<file path="config.mk">
export PLATFORM = sky130hd
export DESIGN_NAME = fqalu_back
export DESIGN_NICKNAME = d
export VERILOG_FILES = /design/src/design/fqalu_pkg.sv /design/src/design/fqalu_back.sv
export SDC_FILE = /design/constraint.sdc
export NUM_CORES = 1
export LEC_CHECK = 0
export BUFFER_PORTS_ARGS = -buffer_cell sky130_fd_sc_hd__buf_2
export CORE_MARGIN = 2
export CORE_UTILIZATION = 45
export CTS_CLUSTER_SIZE = 20
export DETAILED_ROUTE_END_ITERATION = 6
export GPL_ROUTABILITY_DRIVEN = 0
export PLACE_DENSITY = 0.79
export SKIP_LAST_GASP = 1
export SLEW_MARGIN = 20
export SYNTH_ARGS = -nofsm -noshare
export SYNTH_HDL_FRONTEND = slang
export SYNTH_SLANG_ARGS = --single-unit
export TNS_END_PERCENT = 10
</file>
<file path="constraint.sdc">
create_clock -name clock -period 2.3 [get_ports clock]
set_clock_uncertainty 0.05 [all_clocks]
set_input_delay 0.23 -clock clock [delete_from_list [all_inputs] [get_ports clock]]
set_output_delay 0.23 -clock clock [all_outputs]
set_load 0.005 [all_outputs]
</file>
<file path="src/design/fqalu_pkg.sv">
// Shared types and opcode constants for the Q24.8 fixed-point ALU.
// No dependencies.
package fqalu_pkg;

   localparam int DATA_W = 32;

   localparam logic [3:0] OP_ADD      = 4'd0;
   localparam logic [3:0] OP_SUB      = 4'd1;
   localparam logic [3:0] OP_MUL      = 4'd2;
   localparam logic [3:0] OP_DIV      = 4'd3;
   localparam logic [3:0] OP_INC      = 4'd4;
   localparam logic [3:0] OP_DEC      = 4'd5;
   localparam logic [3:0] OP_CMP      = 4'd6;
   localparam logic [3:0] OP_MIN      = 4'd7;
   localparam logic [3:0] OP_MAX      = 4'd8;
   localparam logic [3:0] OP_TO_INT   = 4'd9;
   localparam logic [3:0] OP_FROM_INT = 4'd10;

   // Per-transaction side data that rides along the divider stages.
   typedef struct packed {
      logic [3:0]        op;
      logic [DATA_W-1:0] res;       // result of all non-divide operations
      logic              less;
      logic              equal;
      logic              greater;
      logic              dz;        // divide by zero
      logic              neg;       // quotient sign
   } fq_side_type;

endpackage

</file>
<file path="src/design/fqalu_back.sv">
// Output stage: quotient sign fix-up, divide-by-zero override, result register.
// Depends on fqalu_pkg.
module fqalu_back (
   input  logic                                clock,
   input  logic                                reset,
   input  logic                                adv,
   input  logic                                in_valid,
   input  fqalu_pkg::fq_side_type              in_side,
   input  logic [fqalu_pkg::DATA_W-1:0]        in_quot,
   output logic                                out_valid,
   output logic signed [fqalu_pkg::DATA_W-1:0] out_result,
   output logic                                out_less,
   output logic                                out_equal,
   output logic                                out_greater,
   output logic                                out_dz
);
   logic                                valid_ff;
   logic signed [fqalu_pkg::DATA_W-1:0] result_ff, result_in;
   logic                                less_ff, equal_ff, greater_ff, dz_ff;

   always_comb begin
      if (in_side.op != fqalu_pkg::OP_DIV) begin
         result_in = in_side.res;
      end else if (in_side.dz) begin
         result_in = '0;
      end else begin
         result_in = in_side.neg ? fqalu_pkg::DATA_W'(-in_quot) : in_quot;
      end
   end

   always_ff @(posedge clock) begin
      if (reset) begin
         valid_ff <= 1'b0;
      end else if (adv) begin
         valid_ff <= in_valid;
      end
   end

   always_ff @(posedge clock) begin
      if (adv) begin
         result_ff  <= result_in;
         less_ff    <= in_side.less;
         equal_ff   <= in_side.equal;
         greater_ff <= in_side.greater;
         dz_ff      <= in_side.dz;
      end
   end

   assign out_valid   = valid_ff;
   assign out_result  = result_ff;
   assign out_less    = less_ff;
   assign out_equal   = equal_ff;
   assign out_greater = greater_ff;
   assign out_dz      = dz_ff;

endmodule

</file>
==> flow_summary_export.csv <==
group,metric,value,unit
power,irDropWorstVdd,0.000221,V
die,initial_utilization,46.7,%
synthesis,ys_warn_count,0,
cts,numCtsBuffers,5,
cts,htreeDepth,2,
grt,grt-ovfl-total,0,
hold_path,hold_path_depth,2,
detailed_routing,avgRoutedWirePerCell,14.4,µm
grt,grt_pass1_wl,8940,µm
placed_design,detailed_place_hpwl,4330,µm
cts,insertion_delay,0.29,ns
grt,grt_pass1_vias,1931,
worst_setup_path,startpoint_type,"primary input",
synthesis,yosys-top-cells-count,"edfxtp_1, nand2_1, o21ai_0",
worst_setup_path,end_kind,"register",
worst_setup_path,cp_max_fo,7,
worst_setup_path,reg2reg_slack,1.65,ns
cts,cts_setup_buffers,0,
power,total_power,0.00170,W
timing,hold_slack,0.0280,ns
detailed_routing,dr.first_iter.drc_count,154,
power,powerDensity,564,nW/µm²
synthesis,ys_seq_elements,37,
cts,clk_path_buf_depth,2,
die,fp.coreArea,4720,µm²
worst_setup_path,worstPathCellList,"buf_2 -> nor4_2 -> or4b_1 -> or3_4 -> mux2_4 -> o21ai_1",
die,die_w,74.0,µm
worst_setup_path,critPathRequiredTime,2.40,ns
synthesis,netlist_area,2210,µm²
cts,ctsHoldBuffers,0,
cts,cts.sinks,37,
cells_and_area,design_area,3020,µm²
cts,path_clk_slew,0.08,ns
timing,tightest_slew,0.504,ns
synthesis,syn_area_per_cell,10.4,µm²
cells_and_area,nNetsFinal,412,
placed_design,io_buffers,113,
grt,grt_max_degree,38,
detailed_routing,drt_pass1_iterations,4,
worst_setup_path,ff2ff_path_depth,2,
detailed_routing,drc_errors,0,
cells_and_area,drive_above_1_share,41.5,%
cells_and_area,fin_util,64.0,%
timing,setup_violations,0,
grt,grt_use_total,21.4,%
die,die_y,74.0,µm
worst_setup_path,crit_buf_inv,1,
detailed_routing,wl,5790,µm
detailed_routing,drtAntennaViolNets,0,
timing,maxSlewViolCount,0,
detailed_routing,vias,2097,
placed_design,postPlaceCellArea,2910,µm²
detailed_routing,post_drt_via_cell_ratio,5.22,
timing,fin_ws,0.210,ns
timing,grt_setup_unrepaired,"no",
worst_setup_path,max_stage_delay,0.61,ns
synthesis,async_flop_share,0,%
timing,max_slew_margin,66.4,%
cells_and_area,antenna-diode-count,0,
timing,period_share,90.9,%
synthesis,syn-num-nets,291,
placed_design,dp_slack,-0.0732,ns
worst_setup_path,critPathArrivalTime,2.19,ns
synthesis,yosys.area.top_type_share,49.0,%
synthesis,synth_flop_cell,"edfxtp_1",
cells_and_area,areaGrowthSynthToFinish,37.0,%
run,max_cap_viol_count,0,
cts,cts_tree,"yes",
timing,finalHoldViolations,0,
synthesis,seq_area_frac_synth,49.9,%
cts,post_cts_resized,0,
hold_path,hp-start,"reset",
synthesis,yosys-top-cells-area,"edfxtp_1, xor2_1, nand2_1",
power,p_leak,1.32,nW
grt,grt_antenna_before_repair,0,
hold_path,min_to,"out_valid",
die,dieArea,5480,µm²
synthesis,yosys.area.top_type,"edfxtp_1",
synthesis,synth_edf_count,36,
status,outcome,"finished clean",
timing,period_needed,2.09,ns
hold_path,holdCritPathClass,"primary input to register",
synthesis,yosys.cell_types.count,34,
worst_setup_path,critPathKind,"primary input to register",
worst_setup_path,r2r_start,"out_valid",
cts,root_buffer,"clkbuf_8",
timing,fmax,478,MHz
worst_setup_path,crit_path_top_delay_cell,"or4b_1",
die,rows,25,
worst_setup_path,r2r_end,"out_valid",
synthesis,syn_inst,213,
worst_setup_path,path_delay_family,"simple AND/OR/NAND/NOR gates",
die,io_pins,114,
==> per-layer routing <==
layer | wire length [µm] | global-route usage [%] | vias up | share of wire, %
li1 | - | - | 1048 | -
met1 | 2450 | 28.0 | 968 | 42
met2 | 2810 | 34.9 | 75 | 48
met3 | 461 | 5.15 | 6 | 8.0
met4 | 75 | 7.07 | 0 | 1.3
met5 | 0 | 0 | - | 0
==> layout make-up <==
type / instances / area, µm²
fillers: 392 / 1700
well taps: 67 / 83.8
inverters: 3 / 11.3
clock inverters: 3 / 46.3
clock buffers: 5 / 68.8
multi-input cells: 162 / 1060
repair buffers: 125 / 656
flip-flops and latches: 37 / 1100
==> kinds of logic after synthesis <==
group	synth area share, %
and+or+nand+nor	16.9
AOI/OAI and AO/OA	16.8
DFF	49.9
xor gates and xnor gates	11.1
buffers and inverters	2.44
muxes	2.27
adders and majority gates	0.567
==> placed cells by master (no fill, tap or decap), types with 2 or more instances in the layout <==
master / Yosys / layout
nor4_1: 3 / 3
nor2_1: 8 / 8
xnor2_1: 6 / 6
buf_2: 1 / 113
nand4_1: 3 / 3
a22o_1: 3 / 3
a211oi_1: 2 / 2
o31ai_1: 15 / 15
nor4_2: 2 / 2
o41ai_1: 9 / 9
nor3b_1: 2 / 2
mux2_4: 2 / 2
o21ai_0: 24 / 24
nand3_1: 4 / 3
clkbuf_8: 0 / 5
nand3b_1: 3 / 3
nor3_1: 2 / 2
o21ai_1: 2 / 2
mux2i_1: 2 / 2
inv_1: 3 / 3
edfxtp_1: 36 / 36
buf_4: 0 / 12
xor2_1: 22 / 22
nand2b_1: 4 / 4
nand2_1: 36 / 36
==> flip-flops by register name, summed over array words and instances (netlist names) <==
name         cells
out_dz           1
out_equal        1
out_greater      1
out_valid        1
out_less         1
out_result      32
==> power breakdown <==
part,internal (W),switching (W)
combinational,0.000146,0.000159
sequential,0.000804,0.0000115
clock,0.000325,0.000259
==> stage by stage <==
step,setup TNS (ns),std cells
2_1_floorplan,0,213
3_3_place_gp,-0.106,394
3_5_place_dp,-0.377,394
4_1_cts,0,402
5_1_grt,0,402
6_report,0,402
==> worst max path at each step <==
stage	start	to	slack [ns]	cells past startpoint
after floorplan	in_quot[20]	out_result[28]	0.22	6
after global placement	in_quot[20]	out_result[31]	-0.04	6
after detailed placement	in_quot[20]	out_result[27]	-0.07	6
after CTS	in_quot[20]	out_result[30]	0.23	6
after global routing	in_quot[20]	out_result[25]	0.08	6
final	in_quot[20]	out_result[30]	0.21	6
Note: power is estimated with default switching activity, not from simulation.
