$ cat src/design/fqalu_pkg.sv
// Shared types and opcode constants for the Q24.8 fixed-point ALU.
// No dependencies.
package fqalu_pkg;

   localparam int DATA_W = 32;

   localparam logic [3:0] OP_ADD      = 4'd0;
   localparam logic [3:0] OP_SUB      = 4'd1;
   localparam logic [3:0] OP_MUL      = 4'd2;
   localparam logic [3:0] OP_DIV      = 4'd3;
   localparam logic [3:0] OP_INC      = 4'd4;
   localparam logic [3:0] OP_DEC      = 4'd5;
   localparam logic [3:0] OP_CMP      = 4'd6;
   localparam logic [3:0] OP_MIN      = 4'd7;
   localparam logic [3:0] OP_MAX      = 4'd8;
   localparam logic [3:0] OP_TO_INT   = 4'd9;
   localparam logic [3:0] OP_FROM_INT = 4'd10;

   // Per-transaction side data that rides along the divider stages.
   typedef struct packed {
      logic [3:0]        op;
      logic [DATA_W-1:0] res;       // result of all non-divide operations
      logic              less;
      logic              equal;
      logic              greater;
      logic              dz;        // divide by zero
      logic              neg;       // quotient sign
   } fq_side_type;

endpackage

$ cat src/design/fqalu_front.sv
// Front stage: simple operations, compare flags, 32x32 product, divider setup.
// Depends on fqalu_pkg.
module fqalu_front #(
   parameter int FRAC_BITS = 8
) (
   input  logic                           clock,
   input  logic                           reset,
   input  logic                           adv,
   input  logic                           in_valid,
   input  logic [3:0]                     in_op,
   input  logic signed [fqalu_pkg::DATA_W-1:0] in_a,
   input  logic signed [fqalu_pkg::DATA_W-1:0] in_b,
   output logic                           out_valid,
   output fqalu_pkg::fq_side_type         out_side,
   output logic signed [2*fqalu_pkg::DATA_W-1:0] out_prod,
   output logic [fqalu_pkg::DATA_W+FRAC_BITS-1:0] out_dvd,
   output logic [fqalu_pkg::DATA_W-1:0]   out_dsr
);
   localparam int DW = fqalu_pkg::DATA_W + FRAC_BITS;
   localparam logic signed [fqalu_pkg::DATA_W-1:0] ROUND =
      fqalu_pkg::DATA_W'((1 << FRAC_BITS) - 1);

   logic                                 valid_ff;
   fqalu_pkg::fq_side_type               side_ff, side_in;
   logic signed [2*fqalu_pkg::DATA_W-1:0] prod_ff, prod_in;
   logic [DW-1:0]                        dvd_ff, dvd_in;
   logic [fqalu_pkg::DATA_W-1:0]         dsr_ff, dsr_in;
   logic [fqalu_pkg::DATA_W-1:0]         abs_a, abs_b;
   logic signed [fqalu_pkg::DATA_W-1:0]  trunc_a;

   always_comb begin
      abs_a   = in_a[fqalu_pkg::DATA_W-1] ? fqalu_pkg::DATA_W'(-in_a) : in_a;
      abs_b   = in_b[fqalu_pkg::DATA_W-1] ? fqalu_pkg::DATA_W'(-in_b) : in_b;
      // bias negatives so the shift truncates toward zero
      trunc_a = (in_a + (in_a[fqalu_pkg::DATA_W-1] ? ROUND : fqalu_pkg::DATA_W'(0)))
                >>> FRAC_BITS;
      prod_in = in_a * in_b;
      dvd_in  = DW'(abs_a) << FRAC_BITS;
      dsr_in  = abs_b;

      side_in.op      = in_op;
      side_in.less    = in_a < in_b;
      side_in.equal   = in_a == in_b;
      side_in.greater = in_a > in_b;
      side_in.dz      = (in_op == fqalu_pkg::OP_DIV) && (in_b == '0);
      side_in.neg     = in_a[fqalu_pkg::DATA_W-1] ^ in_b[fqalu_pkg::DATA_W-1];

      case (in_op)
         fqalu_pkg::OP_ADD:      side_in.res = in_a + in_b;
         fqalu_pkg::OP_SUB:      side_in.res = in_a - in_b;
         fqalu_pkg::OP_INC:      side_in.res = in_a + fqalu_pkg::DATA_W'(1);
         fqalu_pkg::OP_DEC:      side_in.res = in_a - fqalu_pkg::DATA_W'(1);
         fqalu_pkg::OP_MIN:      side_in.res = (in_a < in_b) ? in_a : in_b;
         fqalu_pkg::OP_MAX:      side_in.res = (in_a > in_b) ? in_a : in_b;
         fqalu_pkg::OP_TO_INT:   side_in.res = trunc_a;
         fqalu_pkg::OP_FROM_INT: side_in.res = in_a << FRAC_BITS;
         default:                side_in.res = '0;
      endcase
   end

   always_ff @(posedge clock) begin
      if (reset) begin
         valid_ff <= 1'b0;
      end else if (adv) begin
         valid_ff <= in_valid;
      end
   end

   always_ff @(posedge clock) begin
      if (adv) begin
         side_ff <= side_in;
         prod_ff <= prod_in;
         dvd_ff  <= dvd_in;
         dsr_ff  <= dsr_in;
      end
   end

   assign out_valid = valid_ff;
   assign out_side  = side_ff;
   assign out_prod  = prod_ff;
   assign out_dvd   = dvd_ff;
   assign out_dsr   = dsr_ff;

endmodule

$ cat config.mk
export PLATFORM = sky130hd
export DESIGN_NAME = fqalu_front
export DESIGN_NICKNAME = d
export VERILOG_FILES = /design/src/design/fqalu_pkg.sv /design/src/design/fqalu_front.sv
export SDC_FILE = /design/constraint.sdc
export NUM_CORES = 2
export LEC_CHECK = 0
export ABC_AREA = 1
export BUFFER_PORTS_ARGS = -buffer_cell sky130_fd_sc_hd__buf_2
export CORE_MARGIN = 10
export CORE_UTILIZATION = 54
export DETAILED_ROUTE_END_ITERATION = 10
export PLACE_DENSITY = 0.68
export SETUP_SLACK_MARGIN = 0.1
export SYNTH_ARGS = -nofsm -noshare
export SYNTH_HDL_FRONTEND = slang
export SYNTH_SLANG_ARGS = --single-unit
export TNS_END_PERCENT = 1
$ cat constraint.sdc
create_clock -name clock -period 10.6 [get_ports clock]
set_clock_uncertainty 0.15 [all_clocks]
set_input_delay 0.53 -clock clock [delete_from_list [all_inputs] [get_ports clock]]
set_output_delay 0.53 -clock clock [all_outputs]
set_load 0.01 [all_outputs]
==> metrics.md <==
| Metric | Value |
|---|---|
| WP buf/inv | `8` |
| Die Footprint | `roughly 0.11 mm2` |
| Clock-pin slew on the worst setup and hold paths | `roughly 100 ps` |
| IO buf count | `241` |
| Crit path max-delay cell type | `fa_1` |
| Longest Clk Path Bufs | `2` |
| CTS Root Cell | `clkbuf_16` |
| CP required | `10750 ps` |
| Final core utilization | `slightly below 60%` |
| Type of origin of the critical path | `input pin` |
| Clock latency on the worst-skew pair | `between 500 and 600 ps` |
| Max Cap Viol | `0` |
| Fmax | `117 MHz` |
| Routed Antenna Nets | `0` |
| Netlist cell types | `57` |
| Final Wtd Congestion | `about 1.0` |
| Final wirelength | `186000 um` |
| Nets | `between 8000 and 9000` |
| Initial core utilization | `54.6%` |
| Max_slew headroom | `between 20% and 30%` |
| Top Ports | `250` |
| Initial antenna violation count | `16` |
| CP max stage delay | `around 1000 ps` |
| DRT Pass-1 Iters | `6` |
| Iteration-0 DRC count of the detailed router | `4883` |
| Crit end category | `flop` |
| Share of cells above drive strength 1 | `roughly 6%` |
| Crit share post-route | `80.7%` |
| CTS Buf Count | `17` |
| Crit path time final | `around 8600 ps` |
| Top cell by count, worst path | `fa_1` |
| Critical path data arrival time | `slightly below 9000 ps` |
| Slew at the pin closest to its max-slew limit | `between 1000 and 1500 ps` |
| CTS tree | `done` |
| Pin count of the biggest net entering global routing | `~110` |
| CTS-repair resized insts | `0` |
| Critical path class | `in -> reg` |
| Vias per cell | `approximately 5.5` |
| Total congestion overflow | `0` |
| Num rows | `between 100 and 150` |
| Die Ht | `~330 um` |
| # Post-CTS Setup Buffers | `0` |
| # DRC | `0` |
| Tot GR Track Use | `between 30% and 40%` |
| CTS Hold Bufs | `1` |
| First-pass GRT wire length | `287000 um` |
| Async S/R FF share, synth | `0%` |
| CTS H-tree depth | `4` |
| Status | `completed` |
| Ys Warns | `0` |
| Area Growth Syn to Fin | `5.54%` |
| Hold violation total from the final report | `0` |
| CTS sink count | `between 150 and 200` |
| Number of flops mapped to enable cells by yosys | `around 170` |
| Die X | `333 um` |
| Final setup viols | `0` |
| Vias in the first global route | `between 40000 and 50000` |
| Synth Flop Type | `edfxtp_1` |
| Synth Area per Inst | `around 7.6 um2` |
| Hold Path Class | `in -> reg` |
| DR WL/cell | `~22 um` |
| Post-Synthesis Cell Area | `~0.053 mm2` |
| Via count | `between 40000 and 50000` |
| Core Region | `about 0.097 mm2` |
| RSZ-0062 raised after global routing | `no` |
| Most common cell after layout, fill and taps aside | `inv_1` |
| Post-DP HPWL | `153000 um` |
| Crit path max-delay family | `adder cells` |
| Sequential-to-total area share from yosys stat | `about a tenth` |
| #FFs+latches synth | `170` |
| TNS Setup | `0 ps` |
| Most frequent cells in the layout | `inv_1 (1869), nand2_1 (1773), fa_1 (1084)` |
| Mapped Cells | `between 6000 and 7000` |
| Worst Path Max Fanout | `36` |
| Final Max Slew Viols | `0` |
## synthesized netlist by cell type (all sizes together) (2+ instances only)
| cell type | n | area, um2 |
|---|---|---|
| clkinv | 3 | 11.3 |
| a21o | 18 | 135 |
| o31ai | 2 | 15.0 |
| and2 | 3 | 23.8 |
| fa | 1084 | 21700 |
| nand3b | 18 | 135 |
| nand4 | 56 | 365 |
| ha | 288 | 3600 |
| buf | 117 | 526 |
| xnor2 | 22 | 193 |
| a21oi | 170 | 858 |
| nor4 | 10 | 62.6 |
| a21boi | 5 | 37.5 |
| inv | 1878 | 7050 |
| and3b | 2 | 17.5 |
| and3 | 5 | 31.3 |
| o22ai | 2 | 12.5 |
| edfxtp | 169 | 5070 |
| o21bai | 28 | 210 |
| o21ai | 167 | 836 |
| nor2 | 458 | 1770 |
| or2 | 3 | 18.8 |
| o21a | 7 | 52.6 |
| xor2 | 99 | 867 |
| clkbuf | 177 | 664 |
| nand2 | 1790 | 6780 |
| a31oi | 20 | 125 |
| o211ai | 8 | 70.1 |
| nand3 | 259 | 1330 |
| nor3 | 51 | 292 |
## cells by family after synthesis
kind of cell | share of synthesized area [%]
compound gates | 4.53
xor+xnor | 2.00
fa+ha+maj | 47.8
buf+inv | 15.6
flops | 9.62
mux | 0.0189
other cells | 0.00708
simple gates | 20.5
## tightest hold or removal path: cells and delay by family
family,cells,cell delay [ps]
buffers and inverters,1,70
AND/OR/NAND/NOR,1,70
multiplexers,1,50
## routing by layer
layer  global-route usage (%)  wire, um  vias up
met4                     15.8      9890        8
li1                         -         -    20200
met1                     42.7     69600    22700
met2                     54.4     85700     2334
met5                        0        59        -
met3                     8.87     20700      524
## per-stage QoR
| stage | instance area (um2) | hold slack [ps] | cells | setup slack [ps] |
|---|---|---|---|---|
| after detailed placement | 55300 | 325 | 8248 | 1540 |
| after floorplan | 53000 | 378 | 6936 | 2400 |
| final | 55900 | 58.0 | 8284 | 2040 |
| after global placement | 55300 | 327 | 8248 | 1640 |
| after global routing | 55900 | 56.1 | 8281 | 1580 |
| after CTS | 55900 | 46.0 | 8281 | 2110 |
## area by class of cell
type,count,area (um2)
clock buffer,17,425
timing repair buffer,331,1910
fill,9267,41100
tap,1276,1600
sequential,170,5090
clock inverter,15,163
multi-input combinational,4591,39600
antenna,3,7.51
inverter,1881,7060
## flip-flops by register name, indices dropped and copies added, names as in the netlist
| register | flops |
|---|---|
| out_prod | 64 |
| out_side | 41 |
| out_dsr | 32 |
| out_dvd | 32 |
| out_valid | 1 |
## final timing paths
| check | startpoint | end | slack [ps] | depth (start not counted) |
|---|---|---|---|---|
| worst min-delay path | in_valid | out_valid | 60 | 3 |
| worst max-delay path | in_b[2] | out_prod[63] | 2040 | 25 |
| worst min register to register | out_valid | out_valid | 340 | 2 |
| worst max register to register | out_valid | out_valid | 9870 | 2 |
Power is not shown: default switching activity piles up to over one toggle a cycle in this logic, so the estimate is an artifact.
