==> config.mk <==
export PLATFORM = sky130hd
export DESIGN_NAME = fqalu_div_step
export DESIGN_NICKNAME = d
export VERILOG_FILES = /design/src/design/fqalu_pkg.sv /design/src/design/fqalu_div_step.sv
export SDC_FILE = /design/constraint.sdc
export NUM_CORES = 1
export LEC_CHECK = 0
export ABC_AREA = 0
export BUFFER_PORTS_ARGS = -buffer_cell sky130_fd_sc_hd__buf_4
export CAP_MARGIN = 10
export CORE_MARGIN = 3
export CORE_UTILIZATION = 50
export CTS_BUF_LIST = sky130_fd_sc_hd__clkbuf_8 sky130_fd_sc_hd__clkbuf_16
export CTS_CLUSTER_SIZE = 14
export DETAILED_ROUTE_END_ITERATION = 8
export PLACE_DENSITY = 0.84
export SYNTH_ARGS = -nofsm -noshare
export SYNTH_HDL_FRONTEND = slang
export SYNTH_SLANG_ARGS = --single-unit
==> constraint.sdc <==
create_clock -name clock -period 6.12 [get_ports clock]
set_input_delay 0.918 -clock clock [delete_from_list [all_inputs] [get_ports clock]]
set_output_delay 0.918 -clock clock [all_outputs]
set_load 0.03 [all_outputs]
==> src/design/fqalu_pkg.sv <==
// Shared types and opcode constants for the Q24.8 fixed-point ALU.
// No dependencies.
package fqalu_pkg;

   localparam int DATA_W = 32;

   localparam logic [3:0] OP_ADD      = 4'd0;
   localparam logic [3:0] OP_SUB      = 4'd1;
   localparam logic [3:0] OP_MUL      = 4'd2;
   localparam logic [3:0] OP_DIV      = 4'd3;
   localparam logic [3:0] OP_INC      = 4'd4;
   localparam logic [3:0] OP_DEC      = 4'd5;
   localparam logic [3:0] OP_CMP      = 4'd6;
   localparam logic [3:0] OP_MIN      = 4'd7;
   localparam logic [3:0] OP_MAX      = 4'd8;
   localparam logic [3:0] OP_TO_INT   = 4'd9;
   localparam logic [3:0] OP_FROM_INT = 4'd10;

   // Per-transaction side data that rides along the divider stages.
   typedef struct packed {
      logic [3:0]        op;
      logic [DATA_W-1:0] res;       // result of all non-divide operations
      logic              less;
      logic              equal;
      logic              greater;
      logic              dz;        // divide by zero
      logic              neg;       // quotient sign
   } fq_side_type;

endpackage

==> src/design/fqalu_div_step.sv <==
// One radix-2 restoring step of the unsigned magnitude divider, registered.
// Depends on fqalu_pkg.
module fqalu_div_step #(
   parameter int FRAC_BITS = 8
) (
   input  logic                                   clock,
   input  logic                                   reset,
   input  logic                                   adv,
   input  logic                                   in_valid,
   input  fqalu_pkg::fq_side_type                 in_side,
   input  logic [fqalu_pkg::DATA_W-1:0]           in_rem,
   input  logic [fqalu_pkg::DATA_W+FRAC_BITS-1:0] in_dvd,
   input  logic [fqalu_pkg::DATA_W-1:0]           in_dsr,
   output logic                                   out_valid,
   output fqalu_pkg::fq_side_type                 out_side,
   output logic [fqalu_pkg::DATA_W-1:0]           out_rem,
   output logic [fqalu_pkg::DATA_W+FRAC_BITS-1:0] out_dvd,
   output logic [fqalu_pkg::DATA_W-1:0]           out_dsr
);
   localparam int DW = fqalu_pkg::DATA_W + FRAC_BITS;

   logic                         valid_ff;
   fqalu_pkg::fq_side_type       side_ff;
   logic [fqalu_pkg::DATA_W-1:0] rem_ff, rem_in;
   logic [DW-1:0]                dvd_ff, dvd_in;
   logic [fqalu_pkg::DATA_W-1:0] dsr_ff;
   logic [fqalu_pkg::DATA_W:0]   trial;
   logic [fqalu_pkg::DATA_W+1:0] diff;

   // shift the next dividend bit into the remainder, subtract if it fits,
   // and shift the quotient bit into the vacated dividend LSB
   always_comb begin
      trial  = {in_rem, in_dvd[DW-1]};
      diff   = {1'b0, trial} - {2'b00, in_dsr};
      rem_in = diff[fqalu_pkg::DATA_W+1] ? trial[fqalu_pkg::DATA_W-1:0]
                                         : diff[fqalu_pkg::DATA_W-1:0];
      dvd_in = {in_dvd[DW-2:0], ~diff[fqalu_pkg::DATA_W+1]};
   end

   always_ff @(posedge clock) begin
      if (reset) begin
         valid_ff <= 1'b0;
      end else if (adv) begin
         valid_ff <= in_valid;
      end
   end

   always_ff @(posedge clock) begin
      if (adv) begin
         side_ff <= in_side;
         rem_ff  <= rem_in;
         dvd_ff  <= dvd_in;
         dsr_ff  <= in_dsr;
      end
   end

   assign out_valid = valid_ff;
   assign out_side  = side_ff;
   assign out_rem   = rem_ff;
   assign out_dvd   = dvd_ff;
   assign out_dsr   = dsr_ff;

endmodule

==> results of run 1 <==
-- logic make-up (layout without fill, tap and decap cells) --
logic type / Yosys count / count (layout) / share of synthesized area (%)
AND/OR/NAND/NOR: 85 / 85 / 6.16
AO/OA/AOI/OAI: 99 / 99 / 10.6
multiplexers: 33 / 33 / 5.51
flip-flops: 146 / 146 / 65.3
XOR/XNOR: 24 / 24 / 3.14
adder cells (fa/ha/maj): 33 / 33 / 6.28
buffers and inverters: 47 / 367 / 2.95
-- cells in the mapped netlist, drive strengths merged, types with 3 or more instances --
master / n / area share [%]
buf: 5 / 0.60
nand4: 3 / 0.28
a21oi: 28 / 2.1
ha: 32 / 6.0
o21a: 4 / 0.45
a211oi: 4 / 0.45
mux2i: 5 / 0.75
o21ai: 15 / 1.1
nor2: 16 / 0.90
nand2b: 3 / 0.28
a31oi: 5 / 0.69
nand2: 26 / 1.5
and3: 10 / 0.93
xor2: 9 / 1.2
o31ai: 6 / 0.82
o211ai: 4 / 0.45
o21bai: 6 / 0.73
a21boi: 4 / 0.50
edfxtp: 145 / 65
inv: 40 / 2.2
mux2: 28 / 4.8
xnor2: 15 / 2.0
nor3: 7 / 0.52
nor2b: 4 / 0.37
nand3: 5 / 0.37
a21o: 9 / 1.0
and2: 4 / 0.37
-- critical path: stages --
cell and delay, ns:
buf_4 0.11, inv_1 0.07, ha_1 0.19, inv_1 0.07, fa_1 0.43, a211oi_1 0.35, o211a_1 0.27, o31ai_2 0.11
o41a_1 0.47, a41oi_2 0.39, o21ai_1 0.08, a21boi_1 0.13, mux2_1 0.30
-- metal layers --
metal  global-route usage, %  wire length [um]
met1                    28.3              6970
met2                    47.6             10500
met3                    10.5              2090
met4                    15.0              1070
met5                       0                 0
-- final timing paths --
path,depth (start not counted),end,slack (ns)
setup / recovery,13,out_rem[28],2.39
hold / removal,2,out_valid,0.55
setup reg to reg,2,out_valid,5.50
hold reg to reg,2,out_valid,0.55
-- sequential cells by signal, indices dropped and copies added (netlist names) --
| signal | count |
|---|---|
| out_dsr | 32 |
| out_side | 41 |
| out_valid | 1 |
| out_rem | 32 |
| out_dvd | 40 |
-- stage by stage --
| step | instances | total power, W |
|---|---|---|
| 2_1_floorplan | 467 | 0.00168 |
| 3_3_place_gp | 927 | 0.00196 |
| 3_5_place_dp | 927 | 0.00199 |
| 4_1_cts | 958 | 0.00311 |
| 5_1_grt | 959 | 0.00321 |
| 6_report | 959 | 0.00311 |
-- cell type report --
class / count / area [um2]
repair buffers: 296 / 2250
inverters: 40 / 150
flip-flops and latches: 146 / 4370
multi-input cells: 274 / 2130
clock inverters: 14 / 211
clock buffers: 17 / 425
fillers: 819 / 3130
well taps: 172 / 215
-- power breakdown --
part	total, W	switching (W)	internal, W
Combinational	0.000726	0.000432	0.000294
Clock	0.00113	0.000408	0.000720
Sequential	0.00125	0.0000326	0.00122
==> flow_metrics.tcl, run 1 <==
set metrics [dict create \
    run_status "completed" \
    p_leak_nw 4.29 \
    finalNetCount 957 \
    io_pins 295 \
    arrival_ns 3.90 \
    dieArea_mm2 0.0148 \
    rsz0062_at_grt "no" \
    synth_flop_cell "edfxtp_1" \
    route.detailed.drc 0 \
    dieWidth_um 122 \
    crit_path_end_kind "register" \
    hpwl_mm 15.5 \
    htree_levels 4 \
    overflow 0 \
    crit_type "primary input to register" \
    grt_max_degree 94 \
    ctsHoldBuffers 0 \
    synth_seq_area_share_pct 65.3 \
    layout_setup_ws_ns 2.39 \
    drt_iter0_drc 409 \
    tns_ns 0 \
    final_cell_mix "294 x buf_4, 145 x edfxtp_1, 40 x inv_1" \
    power_density_mw_per_mm2 319 \
    worst_pin_slew_ns 0.861 \
    fin_area_mm2 0.00975 \
    ant_nets 0 \
    slew_viol_final 0 \
    crit_fanout 4 \
    cts_made_buffers 17 \
    fin_util_pct 75.7 \
    clock_latency_ns 0.42 \
    numClockSinks 146 \
    layout-drive-gt1-share_pct 42.8 \
    synthToLayoutAreaGrowth_pct 45.5 \
    clkSlewWorstSetupHoldPaths_ns 0.06 \
    yosys.cell_types.count 59 \
    grt_pass1_wl_mm 30.1 \
    avgViaCountPerCell 5.47 \
    first_pass_iters 5 \
    grt_pass1_vias 5350 \
    r2r_start "out_valid" \
    postRouteWirelength_mm 20.7 \
    ys_warn_count 0 \
    clock-root-buffer "clkbuf_16" \
    ctsResizeCount 0 \
    netlist_instances 467 \
    route.vias.total 5241 \
    n_antenna_cell 0 \
    holdWs_ns 0.555 \
    final_common_cell "buf_4" \
    min_path_type "register to register" \
    die_h_um 122 \
    grtUsageTotal_pct 27.3 \
    setup_viol 0 \
    cts_post_setup_buffers_inserted 0 \
    port_buffers 294 \
    finClkSkew_ns 0 \
    dpl_cell_area_mm2 0.00908 \
    gp_congestion 0.874 \
    start_util_pct 52.0 \
    ys_seq_elements 146 \
    startpoint_type "primary input" \
    hp-start "out_valid" \
    async_reset_ff_share_pct 0 \
    min_period_ns 3.73 \
    cts_tree "yes" \
    synth_edf_count 145 \
    max-vdd-ir-drop_v 0.000179 \
    max_cap_violations 0 \
    antenna_found_initial 0 \
    max_freq_mhz 268 \
    clk_path_buf_depth 2 \
    fin_crit_sh_pct 61.0 \
    required_ns 6.28 \
    row_count 41 \
    synthesis.nets 649 \
    startpoint "in_dvd[39]" \
    syn_area_per_cell_um2 14.3 \
    dpl_worst_slack_ns 1.84 \
    synth_area_mm2 0.00670 \
    hold_viol_final 0 \
    routedWlPerCell_um 21.5 \
    slew_headroom_pct 42.6 \
    core_area_mm2 0.0129 \
]
No activity file was read; power rests on OpenSTA's default activity.
==> inputs of run 2 (changes only) <==
CORE_UTILIZATION = 48   (was 50)
PLACE_DENSITY = 0.81   (was 0.84)
clock period = 3.75 ns   (was 6.12 ns; I/O delays follow)
==> flow_metrics.tcl, run 2 (synthesis gave the netlist of run 1 again) <==
set metrics [dict create \
    dieArea_mm2 0.0154 \
    startpoint_type "primary input" \
    fillers 877 \
    met2_wirelength_mm 10.3 \
    r2r_start "out_valid" \
    hpwl_mm 15.1 \
    synthToLayoutAreaGrowth_pct 44.8 \
    topRoutingLayerUsed "met4" \
    required_ns 3.92 \
    drt_iter0_drc 327 \
    core_area_mm2 0.0135 \
    dieWidth_um 124 \
    grt_max_degree 92 \
    clkSlewWorstSetupHoldPaths_ns 0.06 \
    min_period_ns 3.27 \
    port_buffers 294 \
    power_density_mw_per_mm2 499 \
    cts_made_buffers 17 \
    ant_nets 0 \
    fin_area_mm2 0.00970 \
    fin_crit_sh_pct 87.2 \
    max_cap_violations 0 \
    gp_congestion 0.886 \
    antenna_found_initial 0 \
    route.vias.total 5168 \
    min_path_type "primary input to register" \
    p_total_w 0.00484 \
    avgViaCountPerCell 5.35 \
    hold_path_end "out_valid" \
    finalNetCount 959 \
    first_pass_iters 5 \
    r2r_cells 2 \
    overflow 0 \
    cts_tree "yes" \
    numClockSinks 146 \
    crit_fanout 4 \
    arrival_ns 3.44 \
    routedWlPerCell_um 21.0 \
    clock-root-buffer "clkbuf_16" \
    startpoint "in_dvd[39]" \
    grtUsageTotal_pct 25.8 \
    wl_met1_mm 7.03 \
    start_util_pct 49.8 \
    grt_pass1_vias 5284 \
    htree_levels 4 \
    grt_pass1_wl_mm 29.4 \
    setup_viol 0 \
    crit_type "primary input to register" \
    layout-drive-gt1-share_pct 43.2 \
    hp-start "reset" \
    max-vdd-ir-drop_v 0.000263 \
    p_leak_nw 4.26 \
    fin_util_pct 72.1 \
    slew_viol_final 0 \
    ctsResizeCount 0 \
    cts_post_setup_buffers_inserted 0 \
    dpl_cell_area_mm2 0.00914 \
    rsz0062_at_grt "no" \
    slew_headroom_pct 42.3 \
    r2r_end "out_valid" \
    worst_pin_slew_ns 0.866 \
    final_cell_mix "295 x buf_4, 145 x edfxtp_1, 41 x inv_1" \
    hold_viol_final 0 \
    dpl_worst_slack_ns 0.115 \
    n_antenna_cell 0 \
    run_status "completed" \
    row_count 42 \
    io_pins 295 \
    clock_latency_ns 0.42 \
    layout_setup_ws_ns 0.482 \
    hold_depth 2 \
    finClkSkew_ns 0 \
    final_common_cell "buf_4" \
    largest_register_ffs 41 \
    die_h_um 124 \
    tns_ns 0 \
    crit_path_end_kind "register" \
    wl_met3_mm 2.00 \
    max_freq_mhz 306 \
    ctsHoldBuffers 0 \
    rrSetupSlack_ns 3.17 \
    route.detailed.drc 0 \
    postRouteWirelength_mm 20.3 \
    clk_path_buf_depth 2 \
]
[run 2: cell types whose count changed in the layout (fill, tap and decap cells not counted), moves of 2 or more]
cell / delta
buf_12: +2
clkinv_4: -2
inv_8: +2
bufinv_16: -4
clkinv_1: -2
clkinvlp_4: +4
[run 2: worst max-delay path by stage]
stage,to,slack [ns],cells after the start
2_1_floorplan,out_rem[26],0.51,12
3_3_place_gp,out_rem[26],0.15,13
3_5_place_dp,out_rem[26],0.11,13
4_1_cts,out_rem[26],0.54,13
5_1_grt,out_rem[26],0.34,13
6_report,out_rem[28],0.48,13
[run 2: power breakdown]
part           internal (W)  leakage, nW  total (W)  switching, W
Clock              0.000919        0.271    0.00161      0.000687
Sequential          0.00199         1.43    0.00204     0.0000517
Combinational      0.000483         2.56    0.00119      0.000706
[run 2: through the flow]
stage | std cells | hold WS (ns)
finish | 966 | 0.294
global placement | 934 | 0.488
detailed placement | 934 | 0.501
CTS | 966 | 0.276
floorplan | 467 | 0.630
global route | 966 | 0.279
[run 2: cell type report]
class | count | area, um2 | share of cell area (%)
Multi-Input combinational cell | 274 | 2130 | 21.9
Clock buffer | 17 | 425 | 4.39
Inverter | 40 | 150 | 1.55
Sequential cell | 146 | 4370 | 45.1
Clock inverter | 15 | 136 | 1.41
Timing Repair Buffer | 298 | 2270 | 23.4
Tap cell | 176 | 220 | 2.27
[run 2: per-layer routing]
layer | GRT usage [%] | vias up
li1 | - | 2395
met1 | 27.7 | 2447
met2 | 44.8 | 269
met3 | 10.1 | 57
met4 | 11.8 | 0
met5 | 0 | -
[run 2: worst max-delay path, cell delays in order]
cell      delay (ns)
buf_4           0.10
inv_1           0.07
ha_1            0.17
inv_1           0.05
fa_1            0.41
a211oi_1        0.36
o211a_1         0.25
o31ai_2         0.09
o41a_1          0.47
a41oi_2         0.35
o21ai_1         0.10
a21boi_1        0.13
mux2_1          0.30
